===== config.mk =====
export PLATFORM = sky130hd
export DESIGN_NAME = logic_capture_signal_analyzer_unit
export DESIGN_NICKNAME = d
export VERILOG_FILES = /design/src/rtl/lcsa_pkg.sv /design/src/rtl/logic_capture_signal_analyzer_unit.sv /design/src/rtl/lcsa_lane.sv /design/src/rtl/lcsa_div.sv /design/src/rtl/lcsa_merge.sv
export SDC_FILE = /design/constraint.sdc
export NUM_CORES = 2
export LEC_CHECK = 0
export ABC_AREA = 1
export BUFFER_PORTS_ARGS = -buffer_cell sky130_fd_sc_hd__buf_2
export CORE_MARGIN = 2
export CORE_UTILIZATION = 55
export CTS_CLUSTER_DIAMETER = 60
export CTS_CLUSTER_SIZE = 25
export DETAILED_ROUTE_END_ITERATION = 8
export PLACE_DENSITY = 0.75
export SLEW_MARGIN = 20
export SYNTH_ARGS = -nofsm -noshare
export SYNTH_HDL_FRONTEND = slang
export SYNTH_SLANG_ARGS = --single-unit
export TNS_END_PERCENT = 50

===== constraint.sdc =====
create_clock -name clk_i -period 9.75 [get_ports clk_i]
set_input_delay 0.975 -clock clk_i [delete_from_list [all_inputs] [get_ports clk_i]]
set_output_delay 0.975 -clock clk_i [all_outputs]
set_load 0.01 [all_outputs]

===== src/rtl/lcsa_pkg.sv =====
package lcsa_pkg;

  // Word and lane geometry.
  localparam int unsigned WORD_W     = 32;
  localparam int unsigned WORD_SHIFT = $clog2(WORD_W);
  localparam int unsigned LANE_W     = 8;
  localparam int unsigned NUM_LANES  = WORD_W / LANE_W;
  localparam int unsigned LANE_CNT_W = $clog2(LANE_W + 1);
  localparam int unsigned WORD_CNT_W = $clog2(WORD_W + 1);
  localparam int unsigned INC_W      = WORD_CNT_W + 1;

  // Capture limits and fixed point format.
  localparam int unsigned MAX_WORDS  = 65536;
  localparam int unsigned FRAC_BITS  = 8;
  localparam int unsigned SAMPLE_W   = 22;
  localparam int unsigned EDGE_W     = 21;
  localparam int unsigned WORDS_W    = 17;
  localparam int unsigned RATE_W     = 28;
  localparam int unsigned DUTY_W     = 15;
  localparam int unsigned FREQ_W     = 35;
  localparam int unsigned AVG_W      = 30;
  localparam int unsigned CLASS_W    = 2;

  localparam logic [SAMPLE_W-1:0] SAMPLE_CAP = SAMPLE_W'(MAX_WORDS * WORD_W);
  localparam logic [SAMPLE_W-1:0] EDGE_CAP   = SAMPLE_W'(MAX_WORDS * WORD_W - 1);
  localparam logic [SAMPLE_W-1:0] WORDS_CAP  = SAMPLE_W'(MAX_WORDS);
  localparam logic [RATE_W-1:0]   RATE_RESET = RATE_W'(1000000);

  // Division operands. The factor 32 of the sample total is folded into
  // the numerator scale, so every divisor is a raw count.
  localparam int unsigned DUTY_SCALE  = (100 * (1 << FRAC_BITS)) / WORD_W;
  localparam int unsigned DUTY_NUM_W  = 31;
  localparam int unsigned FREQ_SHIFT  = FRAC_BITS - 1 - WORD_SHIFT;
  localparam int unsigned PROD_W      = EDGE_W + RATE_W;
  localparam int unsigned FREQ_NUM_W  = PROD_W + FREQ_SHIFT;
  localparam int unsigned AVG_NUM_W   = SAMPLE_W + FRAC_BITS;

  typedef struct packed {
    logic [LANE_CNT_W-1:0] ones;
    logic [LANE_CNT_W-1:0] rises;
    logic [LANE_CNT_W-1:0] falls;
  } lane_cnt_t;

  typedef struct packed {
    logic [SAMPLE_W-1:0] high;
    logic [SAMPLE_W-1:0] low;
    logic [EDGE_W-1:0]   edges;
    logic [WORDS_W-1:0]  words;
    logic [SAMPLE_W-1:0] hpulse;
    logic [SAMPLE_W-1:0] lpulse;
  } capture_t;

  typedef enum logic [CLASS_W-1:0] {
    CLS_CONSTANT = 2'd0,
    CLS_SQUARE   = 2'd1,
    CLS_PERIODIC = 2'd2,
    CLS_UNKNOWN  = 2'd3
  } signal_class_e;

  typedef enum logic [1:0] {
    ST_ACC,
    ST_MUL,
    ST_START,
    ST_DIV
  } state_e;

  // Saturating add of a small increment to a counter.
  function automatic logic [SAMPLE_W-1:0] sat_add(input logic [SAMPLE_W-1:0] v,
                                                  input logic [INC_W-1:0]    inc,
                                                  input logic [SAMPLE_W-1:0] cap);
    logic [SAMPLE_W:0] sum;
    sum = {1'b0, v} + (SAMPLE_W + 1)'(inc);
    return (sum > {1'b0, cap}) ? cap : sum[SAMPLE_W-1:0];
  endfunction

endpackage


===== src/rtl/logic_capture_signal_analyzer_unit.sv =====
// Logic capture signal analyzer.
// Input channel: in_valid_i/in_ready_o carry one word of 32 one-bit samples
// (bit 0 earliest) and a flag that marks the last word of a capture.
// Output channel: out_valid_o/out_ready_i carry one result per capture.
// Write the sample rate register with cfg_we_i/cfg_wdata_i only while idle;
// the block itself does not enforce this. Inside a capture one word is taken
// every cycle: four 8-bit lanes count high samples and level changes, and
// a merge stage adds them into saturating totals. After the last word the
// input stalls while four bit-serial dividers work; the 51-bit frequency
// quotient sets the length. The next capture may start in the cycle in
// which the result appears, even while the result is still held.
// A receiver stall holds the result in the output register; a further
// capture then waits at its end until the result has been taken.
// Reset clears the running counts, drops out_valid_o and sets the sample
// rate to 1000000 Hz. There is no clearing pass after reset.
module logic_capture_signal_analyzer_unit (
  input  logic                          clk_i,
  input  logic                          rst_ni,
  input  logic                          cfg_we_i,
  input  logic [lcsa_pkg::RATE_W-1:0]   cfg_wdata_i,
  input  logic                          in_valid_i,
  output logic                          in_ready_o,
  input  logic [lcsa_pkg::WORD_W-1:0]   sample_word_i,
  input  logic                          last_word_i,
  output logic                          out_valid_o,
  input  logic                          out_ready_i,
  output logic [lcsa_pkg::SAMPLE_W-1:0] high_samples_o,
  output logic [lcsa_pkg::SAMPLE_W-1:0] low_samples_o,
  output logic [lcsa_pkg::EDGE_W-1:0]   edge_count_o,
  output logic [lcsa_pkg::SAMPLE_W-1:0] sample_total_o,
  output logic [lcsa_pkg::WORDS_W-1:0]  words_seen_o,
  output logic [lcsa_pkg::DUTY_W-1:0]   duty_percent_q8_o,
  output logic [lcsa_pkg::FREQ_W-1:0]   freq_hz_q8_o,
  output logic [lcsa_pkg::AVG_W-1:0]    avg_high_pulse_q8_o,
  output logic [lcsa_pkg::AVG_W-1:0]    avg_low_pulse_q8_o,
  output logic [lcsa_pkg::CLASS_W-1:0]  signal_class_o
);

  lcsa_pkg::state_e                     state_q, state_d;
  logic [lcsa_pkg::RATE_W-1:0]          rate_q;
  logic                                 in_acc;
  logic                                 div_start;
  logic                                 out_load;
  logic                                 out_valid_q;
  lcsa_pkg::capture_t                   fin, f_q;
  logic [lcsa_pkg::PROD_W-1:0]          prod_q;
  logic [lcsa_pkg::DUTY_NUM_W-1:0]      duty_num, duty_quo;
  logic [lcsa_pkg::FREQ_NUM_W-1:0]      freq_num, freq_quo;
  logic [lcsa_pkg::AVG_NUM_W-1:0]       hi_num, lo_num, hi_quo, lo_quo;
  logic                                 duty_busy, freq_busy, hi_busy, lo_busy;
  logic [lcsa_pkg::SAMPLE_W-1:0]        total, total_half;
  lcsa_pkg::signal_class_e              cls;

  assign in_acc = in_valid_i && in_ready_o;

  // Sample rate register.
  always_ff @(posedge clk_i or negedge rst_ni) begin
    if (!rst_ni) begin
      rate_q <= lcsa_pkg::RATE_RESET;
    end else if (cfg_we_i) begin
      rate_q <= cfg_wdata_i;
    end
  end

  lcsa_merge u_merge (
    .clk_i         (clk_i),
    .rst_ni        (rst_ni),
    .word_acc_i    (in_acc),
    .sample_word_i (sample_word_i),
    .last_word_i   (last_word_i),
    .fin_o         (fin)
  );

  // Next state.
  always_comb begin
    state_d = state_q;
    case (state_q)
      lcsa_pkg::ST_ACC: begin
        if (in_acc && last_word_i) begin
          state_d = lcsa_pkg::ST_MUL;
        end
      end
      lcsa_pkg::ST_MUL:   state_d = lcsa_pkg::ST_START;
      lcsa_pkg::ST_START: state_d = lcsa_pkg::ST_DIV;
      lcsa_pkg::ST_DIV: begin
        if (out_load) begin
          state_d = lcsa_pkg::ST_ACC;
        end
      end
      default: state_d = lcsa_pkg::ST_ACC;
    endcase
  end

  // State outputs.
  always_comb begin
    in_ready_o = 1'b0;
    div_start  = 1'b0;
    case (state_q)
      lcsa_pkg::ST_ACC:   in_ready_o = 1'b1;
      lcsa_pkg::ST_START: div_start  = 1'b1;
      default: begin
        in_ready_o = 1'b0;
        div_start  = 1'b0;
      end
    endcase
  end

  always_ff @(posedge clk_i or negedge rst_ni) begin
    if (!rst_ni) begin
      state_q <= lcsa_pkg::ST_ACC;
    end else begin
      state_q <= state_d;
    end
  end

  // Final totals of the capture and the edge-rate product.
  always_ff @(posedge clk_i) begin
    if (in_acc && last_word_i) begin
      f_q <= fin;
    end
    if (state_q == lcsa_pkg::ST_MUL) begin
      prod_q <= lcsa_pkg::PROD_W'(f_q.edges) * lcsa_pkg::PROD_W'(rate_q);
    end
  end

  // Divider operands.
  assign duty_num = lcsa_pkg::DUTY_NUM_W'(f_q.high) *
                    lcsa_pkg::DUTY_NUM_W'(lcsa_pkg::DUTY_SCALE);
  assign freq_num = lcsa_pkg::FREQ_NUM_W'(prod_q) << lcsa_pkg::FREQ_SHIFT;
  assign hi_num   = lcsa_pkg::AVG_NUM_W'(f_q.high) << lcsa_pkg::FRAC_BITS;
  assign lo_num   = lcsa_pkg::AVG_NUM_W'(f_q.low) << lcsa_pkg::FRAC_BITS;

  lcsa_div #(.NumW(lcsa_pkg::DUTY_NUM_W), .DenW(lcsa_pkg::WORDS_W)) u_div_duty (
    .clk_i (clk_i), .rst_ni (rst_ni), .start_i (div_start),
    .num_i (duty_num), .den_i (f_q.words), .busy_o (duty_busy), .quot_o (duty_quo)
  );

  lcsa_div #(.NumW(lcsa_pkg::FREQ_NUM_W), .DenW(lcsa_pkg::WORDS_W)) u_div_freq (
    .clk_i (clk_i), .rst_ni (rst_ni), .start_i (div_start),
    .num_i (freq_num), .den_i (f_q.words), .busy_o (freq_busy), .quot_o (freq_quo)
  );

  lcsa_div #(.NumW(lcsa_pkg::AVG_NUM_W), .DenW(lcsa_pkg::SAMPLE_W)) u_div_hi (
    .clk_i (clk_i), .rst_ni (rst_ni), .start_i (div_start),
    .num_i (hi_num), .den_i (f_q.hpulse), .busy_o (hi_busy), .quot_o (hi_quo)
  );

  lcsa_div #(.NumW(lcsa_pkg::AVG_NUM_W), .DenW(lcsa_pkg::SAMPLE_W)) u_div_lo (
    .clk_i (clk_i), .rst_ni (rst_ni), .start_i (div_start),
    .num_i (lo_num), .den_i (f_q.lpulse), .busy_o (lo_busy), .quot_o (lo_quo)
  );

  // Signal class from the edge count and the balance of levels.
  assign total      = lcsa_pkg::SAMPLE_W'(f_q.words) << lcsa_pkg::WORD_SHIFT;
  assign total_half = lcsa_pkg::SAMPLE_W'(f_q.words) << (lcsa_pkg::WORD_SHIFT - 1);

  always_comb begin
    if (f_q.edges == '0) begin
      cls = lcsa_pkg::CLS_CONSTANT;
    end else if (f_q.edges == lcsa_pkg::EDGE_W'(2) && f_q.high == total_half) begin
      cls = lcsa_pkg::CLS_SQUARE;
    end else if (f_q.edges >= lcsa_pkg::EDGE_W'(4)) begin
      cls = lcsa_pkg::CLS_PERIODIC;
    end else begin
      cls = lcsa_pkg::CLS_UNKNOWN;
    end
  end

  // The result moves to the output register once the dividers are done and the slot is free.
  assign out_load = (state_q == lcsa_pkg::ST_DIV) &&
                    !(duty_busy || freq_busy || hi_busy || lo_busy) &&
                    (!out_valid_q || out_ready_i);

  always_ff @(posedge clk_i or negedge rst_ni) begin
    if (!rst_ni) begin
      out_valid_q <= 1'b0;
    end else if (out_load) begin
      out_valid_q <= 1'b1;
    end else if (out_ready_i) begin
      out_valid_q <= 1'b0;
    end
  end

  always_ff @(posedge clk_i) begin
    if (out_load) begin
      high_samples_o      <= f_q.high;
      low_samples_o       <= f_q.low;
      edge_count_o        <= f_q.edges;
      sample_total_o      <= total;
      words_seen_o        <= f_q.words;
      duty_percent_q8_o   <= duty_quo[lcsa_pkg::DUTY_W-1:0];
      freq_hz_q8_o        <= (f_q.edges > lcsa_pkg::EDGE_W'(1)) ?
                             freq_quo[lcsa_pkg::FREQ_W-1:0] : '0;
      avg_high_pulse_q8_o <= (f_q.hpulse != '0) ? hi_quo[lcsa_pkg::AVG_W-1:0] : '0;
      avg_low_pulse_q8_o  <= (f_q.lpulse != '0) ? lo_quo[lcsa_pkg::AVG_W-1:0] : '0;
      signal_class_o      <= cls;
    end
  end

  assign out_valid_o = out_valid_q;

endmodule


===== src/rtl/lcsa_lane.sv =====
module lcsa_lane (
  input  logic                        prev_i,
  input  logic [lcsa_pkg::LANE_W-1:0] bits_i,
  output lcsa_pkg::lane_cnt_t         cnt_o
);

  logic [lcsa_pkg::LANE_W:0] seq;

  // The sample just before this lane sits below the lane's own samples.
  assign seq = {bits_i, prev_i};

  // Count high samples and both kinds of level change inside the lane.
  always_comb begin
    cnt_o = '0;
    for (int i = 0; i < lcsa_pkg::LANE_W; i++) begin
      cnt_o.ones  = cnt_o.ones  + lcsa_pkg::LANE_CNT_W'(seq[i+1]);
      cnt_o.rises = cnt_o.rises + lcsa_pkg::LANE_CNT_W'(!seq[i] && seq[i+1]);
      cnt_o.falls = cnt_o.falls + lcsa_pkg::LANE_CNT_W'(seq[i] && !seq[i+1]);
    end
  end

endmodule


===== src/rtl/lcsa_div.sv =====
module lcsa_div #(
  parameter int unsigned NumW = 32,
  parameter int unsigned DenW = 16
) (
  input  logic            clk_i,
  input  logic            rst_ni,
  input  logic            start_i,
  input  logic [NumW-1:0] num_i,
  input  logic [DenW-1:0] den_i,
  output logic            busy_o,
  output logic [NumW-1:0] quot_o
);

  localparam int unsigned CntW = $clog2(NumW + 1);

  logic [CntW-1:0] cnt_q;
  logic [NumW-1:0] quo_q, quo_d;
  logic [DenW-1:0] rem_q, rem_d;
  logic [DenW-1:0] den_q;
  logic [DenW:0]   trial;
  logic [DenW:0]   diff;

  // One restoring step: bring down the next numerator bit and subtract.
  assign trial = {rem_q, quo_q[NumW-1]};
  assign diff  = trial - {1'b0, den_q};

  always_comb begin
    if (trial >= {1'b0, den_q}) begin
      rem_d = diff[DenW-1:0];
      quo_d = {quo_q[NumW-2:0], 1'b1};
    end else begin
      rem_d = trial[DenW-1:0];
      quo_d = {quo_q[NumW-2:0], 1'b0};
    end
  end

  // Step counter.
  always_ff @(posedge clk_i or negedge rst_ni) begin
    if (!rst_ni) begin
      cnt_q <= '0;
    end else if (start_i) begin
      cnt_q <= CntW'(NumW);
    end else if (busy_o) begin
      cnt_q <= cnt_q - CntW'(1);
    end
  end

  // Numerator shifts out at the top while quotient bits enter at the bottom.
  always_ff @(posedge clk_i) begin
    if (start_i) begin
      quo_q <= num_i;
      rem_q <= '0;
      den_q <= den_i;
    end else if (busy_o) begin
      quo_q <= quo_d;
      rem_q <= rem_d;
    end
  end

  assign busy_o = (cnt_q != '0);
  assign quot_o = quo_q;

endmodule


===== src/rtl/lcsa_merge.sv =====
module lcsa_merge (
  input  logic                        clk_i,
  input  logic                        rst_ni,
  input  logic                        word_acc_i,
  input  logic [lcsa_pkg::WORD_W-1:0] sample_word_i,
  input  logic                        last_word_i,
  output lcsa_pkg::capture_t          fin_o
);

  lcsa_pkg::capture_t                   acc_q, acc_d;
  logic                                 prev_q;
  logic                                 first_q;
  logic [lcsa_pkg::NUM_LANES-1:0]       lane_prev;
  lcsa_pkg::lane_cnt_t                  lane_cnt [lcsa_pkg::NUM_LANES];
  logic [lcsa_pkg::WORD_CNT_W-1:0]      ones_sum, rise_sum, fall_sum;
  logic [lcsa_pkg::INC_W-1:0]           low_inc, edge_inc, hp_inc, lp_inc;
  logic                                 last_lvl;

  // The first word of a capture starts at its own bit 0, so no edge there.
  assign lane_prev[0] = first_q ? sample_word_i[0] : prev_q;

  for (genvar k = 1; k < lcsa_pkg::NUM_LANES; k++) begin : g_prev
    assign lane_prev[k] = sample_word_i[k*lcsa_pkg::LANE_W-1];
  end

  for (genvar k = 0; k < lcsa_pkg::NUM_LANES; k++) begin : g_lane
    lcsa_lane u_lane (
      .prev_i (lane_prev[k]),
      .bits_i (sample_word_i[k*lcsa_pkg::LANE_W +: lcsa_pkg::LANE_W]),
      .cnt_o  (lane_cnt[k])
    );
  end

  // Merge the lane counts of one word.
  always_comb begin
    ones_sum = '0;
    rise_sum = '0;
    fall_sum = '0;
    for (int k = 0; k < lcsa_pkg::NUM_LANES; k++) begin
      ones_sum = ones_sum + lcsa_pkg::WORD_CNT_W'(lane_cnt[k].ones);
      rise_sum = rise_sum + lcsa_pkg::WORD_CNT_W'(lane_cnt[k].rises);
      fall_sum = fall_sum + lcsa_pkg::WORD_CNT_W'(lane_cnt[k].falls);
    end
  end

  // On the last word the pulse still open is closed at the final level.
  assign last_lvl = sample_word_i[lcsa_pkg::WORD_W-1];
  assign low_inc  = lcsa_pkg::INC_W'(lcsa_pkg::WORD_W) - lcsa_pkg::INC_W'(ones_sum);
  assign edge_inc = lcsa_pkg::INC_W'(rise_sum) + lcsa_pkg::INC_W'(fall_sum);
  assign hp_inc   = lcsa_pkg::INC_W'(fall_sum) + lcsa_pkg::INC_W'(last_word_i && last_lvl);
  assign lp_inc   = lcsa_pkg::INC_W'(rise_sum) + lcsa_pkg::INC_W'(last_word_i && !last_lvl);

  // Saturating totals after this word.
  always_comb begin
    acc_d.high   = lcsa_pkg::sat_add(acc_q.high, lcsa_pkg::INC_W'(ones_sum),
                                     lcsa_pkg::SAMPLE_CAP);
    acc_d.low    = lcsa_pkg::sat_add(acc_q.low, low_inc, lcsa_pkg::SAMPLE_CAP);
    acc_d.edges  = lcsa_pkg::EDGE_W'(lcsa_pkg::sat_add(
                     lcsa_pkg::SAMPLE_W'(acc_q.edges), edge_inc, lcsa_pkg::EDGE_CAP));
    acc_d.words  = lcsa_pkg::WORDS_W'(lcsa_pkg::sat_add(
                     lcsa_pkg::SAMPLE_W'(acc_q.words), lcsa_pkg::INC_W'(1),
                     lcsa_pkg::WORDS_CAP));
    acc_d.hpulse = lcsa_pkg::sat_add(acc_q.hpulse, hp_inc, lcsa_pkg::SAMPLE_CAP);
    acc_d.lpulse = lcsa_pkg::sat_add(acc_q.lpulse, lp_inc, lcsa_pkg::SAMPLE_CAP);
  end

  assign fin_o = acc_d;

  // Accumulators restart after the last word of a capture.
  always_ff @(posedge clk_i or negedge rst_ni) begin
    if (!rst_ni) begin
      acc_q   <= '0;
      prev_q  <= 1'b0;
      first_q <= 1'b1;
    end else if (word_acc_i) begin
      if (last_word_i) begin
        acc_q   <= '0;
        prev_q  <= 1'b0;
        first_q <= 1'b1;
      end else begin
        acc_q   <= acc_d;
        prev_q  <= last_lvl;
        first_q <= 1'b0;
      end
    end
  end

endmodule


[Word-level counts from Yosys, hierarchy flattened]
Index checks and enable logic that the tools add are counted.
Operators by class
  add/subtract/negate cells: 111
  $mul: 2
  order comparisons: 12
  eq/ne operators: 7
  multiplexer cells: 43
  reductions and logical operators: 125
Operators by type and width (number)
  adder 4 x 1 -> 4 bit: 48
  two-way mux 22 bit: 6
  two-way mux 126 bit: 1
  two-way mux 30 bit: 4
  two-way mux 51 bit: 2
  > comparator 23 x 22 -> 1 bit, second input constant: 4
  logical AND 1 bit: 71
  adder 22 x 7 -> 23 bit: 3
  two-way mux 31 bit: 2
  two-way mux 17 bit: 3
  multiplier 21 x 28 -> 49 bit: 1
  adder 3 x 1 -> 4 bit: 12
  greater-or-equal comparator 23 x 22 -> 1 bit: 2
  nonzero test 22 bit: 2
  subtractor 22 bit: 2
  adder 2 x 1 -> 3 bit: 12
  adder 6 x 4 -> 6 bit: 6
  greater-or-equal comparator 18 x 17 -> 1 bit: 2
  zero test 1 bit: 35
  subtractor 17 bit: 2
  two-way mux 5 bit: 6
  multiplier 22 x 5 -> 26 bit, second input constant: 1
  adder 1 x 1 -> 2 bit: 12
  adder 22 x 6 -> 23 bit: 1
  30 further kinds: 60
Word-level totals
  register bits after elaboration: 830
  input bits: 66
  output and inout port bits: 218
  word-level logic and storage cells: 347

[Logic depth before layout (Yosys ltp)]
  depth in word-level cells: 18
  mapped depth: 44
  gate-level depth less buffers: 43

[Modules after synthesis]
A second synthesis with hierarchy kept.
Unflattened totals
  cells, all modules: 8960
  area total of the unflattened synthesis: 70958.1 sq um
Modules (own cells, without submodules)
  logic_capture_signal_analyzer_unit: times used 1, cells each 4155, area each 37387.1 sq um, seq. area each 11865.1 sq um
  lcsa_merge: times used 1, cells each 1950, area each 12126.6 sq um, seq. area each 3204.3 sq um
  lcsa_div (u_div_hi ...): times used 2, cells each 675, area each 4942.2 sq um, seq. area each 2127.0 sq um
  lcsa_div (u_div_freq): times used 1, cells each 625, area each 4966.0 sq um, seq. area each 2532.4 sq um
  lcsa_div (u_div_duty): times used 1, cells each 544, area each 4141.5 sq um, seq. area each 1906.8 sq um
  lcsa_lane: times used 4, cells each 84, area each 613.1 sq um, seq. area each 0.0 sq um

[Worst setup path before layout]
No wires, ideal clock.
  kind: register to register
  start: reg u_div_freq.cnt_q[0]
  end: reg avg_high_pulse_q8_o[0] (netlist name) (enable)
  setup time: 0.752 ns
  arrival time: 9.431 ns
  required time: 8.998 ns
  path slack: -0.433 ns
  stages on the path, launching flop included: 9
  clock period less this slack: 10.183 ns
  path through: dfrtp_1 > inv_1 > ha_1 > inv_1 > nor3_1 > nand2_1 > nor2_1 > nand4_1 > nor2_1
On the way
  word-level cells in the longest chain between the ends: 7
Ends and longest elaborated chain
  from (decl): line lcsa_div.sv:16  | logic [CntW-1:0] cnt_q;
  from (signal assigned): line lcsa_div.sv:42  | cnt_q <= CntW'(NumW);
  from (signal assigned): line lcsa_div.sv:44  | cnt_q <= cnt_q - CntW'(1);
  nonzero test 6 bit: line lcsa_div.sv:60  | assign busy_o = (cnt_q != '0);
  logical OR 1 bit (3 in a row): line logic_capture_signal_analyzer_unit.sv:171  | !(duty_busy || freq_busy || hi_busy || lo_busy) &&
  zero test 1 bit: line logic_capture_signal_analyzer_unit.sv:171
  logical AND 1 bit: line logic_capture_signal_analyzer_unit.sv:170  | assign out_load = (state_q == lcsa_pkg::ST_DIV) &&
  logical AND 1 bit: line logic_capture_signal_analyzer_unit.sv:171
  named net out_load: line logic_capture_signal_analyzer_unit.sv:43  | logic out_load;
  to (signal assigned): line logic_capture_signal_analyzer_unit.sv:194  | avg_high_pulse_q8_o <= (f_q.hpulse != '0) ? hi_quo[lcsa_pkg::AVG_W-1:0] : '0;
  to (decl): line logic_capture_signal_analyzer_unit.sv:34  | output logic [lcsa_pkg::AVG_W-1:0] avg_high_pulse_q8_o,
The timed path passes the listed nets, and every way through them passes these cells.
A chain may end at the register's enable or synchronous reset.

==> run metrics <==
CP dominant cell by count=fa_1; Max-Cap Viols=0; initial core utilization=approximately 56%; Post-Route Skew=between 0.03 and 0.04 ns; RSZ-0062 raised after global routing=no; register area share after synthesis=roughly a third; WL per Instance=between 15 and 20 um; CP max stage delay=between 0.5 and 0.6 ns; post-CTS sizing=0; Yosys cell types=60; DRC violations left=0; Die X=between 300 and 400 um; outcome=completed; Buffers on Ports=roughly 280; crit path max fanout=12; root buffer cell=clkbuf_16; cells after synthesis=~7,700; first-pass GRT wire length=around 280,000 um; YS warnings=0; flops & latches, synth=830; WP data arrival=9.73 ns; Hold Fails Final Rpt=0; synthesis-to-finish area growth=9.02%; vias in the first global route=slightly above 50,000; CP endpoint kind=flop; GR Util All Layers=28.8%; CTS Buf Count=82; clk_lat worst skew=about 0.73 ns; CTS clock-pin slew for the worst setup and hold paths=about 0.08 ns; largest net degree at the start of global routing=between 90 and 100; nets=approximately 9,000; Worst setup SP type=primary input; initial antenna violation count=6; Clock Tree Buf Depth=3; hold buffers post-CTS=0; fin crit period=9.10 ns; final setup fails=0; CTS tree=yes; WS Path Type=in -> reg; Slew Viols, Final=0; RD Place Congestion=a little under 1; min-delay worst type=in -> async; I/O Pins=approximately 280; DIE HEIGHT=349 um; CTS sink cnt=830; Syn Area/Cell=around 8.5 um2; Vias/cell=approximately 5.4; row count=between 100 and 150; Min Hold Slack=about 0.23 ns; vias=51,400; WP data required=10.38 ns; DP Wirelength=around 130,000 um; share of layout cells above drive strength 1=between 7 and 8%; Fmax achieved=about 110 MHz; Final ANT Viol Nets=0; slowest CP cell=fa_1; post-CTS setup buffer count=0; period utilization=93.4%; Iter 0 DRT Violations=roughly 4,200; Synth Cell Area=approximately 66,000 um2; worst slew pin tran=1.23 ns; final global-route overflow total=0; DRT Pass-1 Iters=6; die area=around 120,000 um2; H-tree levels=3; Core ar.=around 120,000 um2; Worst slew margin=17.8%; drt total wl=~170,000 um
==> cells in the mapped netlist (all sizes together) <==
master | n | area, um2
a211oi | 9 | 67.6
a21boi | 10 | 75.1
a21o | 14 | 105
a21oi | 252 | 1260
a221oi | 1 | 8.76
a22o | 5 | 43.8
a22oi | 2 | 15.0
a31o | 2 | 17.5
a31oi | 32 | 200
and2 | 5 | 31.3
and3 | 4 | 25.0
buf | 86 | 480
clkbuf | 188 | 706
clkinv | 1 | 3.75
conb | 1 | 3.75
dfrtp | 172 | 4300
dfstp | 8 | 210
dfxtp | 101 | 2020
edfxtp | 549 | 16500
fa | 590 | 11800
ha | 389 | 4870
inv | 1637 | 6150
mux2 | 28 | 315
nand2 | 2022 | 7620
nand3 | 365 | 1830
nand3b | 29 | 218
nand4 | 64 | 400
nor2 | 451 | 1710
nor3 | 50 | 265
nor3b | 1 | 7.51
nor4 | 24 | 150
nor4b | 1 | 8.76
o2111ai | 2 | 23.8
o211a | 1 | 10.0
o211ai | 9 | 67.6
o21a | 9 | 67.6
o21ai | 348 | 1740
o21bai | 49 | 368
o221ai | 1 | 8.76
o22ai | 9 | 56.3
o31ai | 8 | 60.1
or2 | 24 | 150
or4 | 2 | 15.0
xnor2 | 60 | 526
xor2 | 116 | 1020
==> flip-flops by register name, indices dropped and copies added, names as in the netlist, 30 cells and up <==
register	cells
u_div_duty.quot_o	31
f_q	126
u_div_lo.quot_o	30
u_div_hi.quot_o	30
u_div_freq.quot_o	51
avg_low_pulse_q8_o	30
freq_hz_q8_o	35
avg_high_pulse_q8_o	30
prod_q	49
u_merge.acc_q	126
==> metrics by stage <==
step,cells,instance area (um2),setup TNS (ns),util [%],setup slack (ns)
floorplan,7735,65600,0,-,0.707
global placement,9339,68200,0,57.8,0.186
detailed placement,9339,68200,-0.731,57.8,-0.135
CTS,9493,71400,0,60.5,0.634
global route,9494,71400,0,60.5,0.179
finish,9495,71500,0,60.5,0.646
==> final cells by class <==
cell class,instances,area (um2)
Sequential cell,830,23000
Clock inverter,69,1120
Tap cell,1536,1920
Timing Repair Buffer,342,1890
Clock buffer,85,2060
Multi-Input combinational cell,4993,35300
Fill cell,10100,46600
Inverter,1638,6160
Antenna cell,2,5.00
==> final timing paths <==
| kind | start | end | slack [ns] | cells past startpoint |
|---|---|---|---|---|
| worst min-delay path | rst_ni | u_merge.acc_q[37] | 0.23 | 1 |
| worst min register to register | u_div_duty.quot_o[2] | duty_percent_q8_o[2] | 0.43 | 0 |
| worst max-delay path | sample_word_i[7] | u_merge.acc_q[68] | 0.65 | 35 |
| min in group clk_i | u_div_duty.quot_o[2] | duty_percent_q8_o[2] | 0.43 | 0 |
| worst max register to register | u_merge.first_q | u_merge.acc_q[68] | 1.66 | 31 |
| max in group asynchronous | rst_ni | u_div_duty.cnt_q[1] | 7.37 | 3 |
==> cell families (layout without fill, tap and decap cells) <==
family / after synthesis / after routing / synth area share, %
AND/OR/NAND/NOR: 3042 / 3042 / 19.0
XOR/XNOR: 176 / 176 / 2.35
other: 1 / 7 / 0.00572
buffers and inverters: 1912 / 2134 / 11.2
flip-flops: 830 / 830 / 35.1
AO/OA/AOI/OAI: 763 / 763 / 6.41
adder cells (fa/ha/maj): 979 / 979 / 25.4
multiplexers: 28 / 28 / 0.481
==> placed cells by master (no fill, tap or decap), types with 10 or more instances in the layout <==
cell type and count:
o21bai_1 49, nand3b_1 29, nand2_1 2008, dfrtp_1 171, mux2_2 28, clkinv_8 10
edfxtp_1 549, xnor2_1 60, fa_1 590, xor2_1 116, a21oi_1 251, a31oi_1 32
nor3_1 47, dfxtp_1 101, nor4_1 24, inv_1 1623, nand4_1 64, nor2_1 440
buf_4 63, nand3_1 364, or2_2 23, inv_16 12, a21o_1 14, clkbuf_16 82
inv_2 11, ha_1 387, inv_12 17, buf_2 277, nand2_2 13, o21ai_0 344
==> worst max-delay path: cells and delay by family <==
family | cells | cell delay (ns)
AOI/OAI and AO/OA | 6 | 0.90
xor gates and xnor gates | 1 | 0.36
adders and majority gates | 13 | 5.93
buffers and inverters | 10 | 0.92
and+or+nand+nor | 5 | 0.61
==> per-layer routing <==
metal	vias up	part of all wire (%)	track usage, %	wire length, um
met1	24800	42	38.4	71800
met4	4	3.3	9.40	5650
met3	350	7.9	5.44	13700
met5	-	0.014	0	24
li1	24300	-	-	-
met2	1993	47	47.5	81200
Power is left out: the tool's default activity adds up to more than one toggle a clock period on the data nets, which glitch-free logic cannot reach.
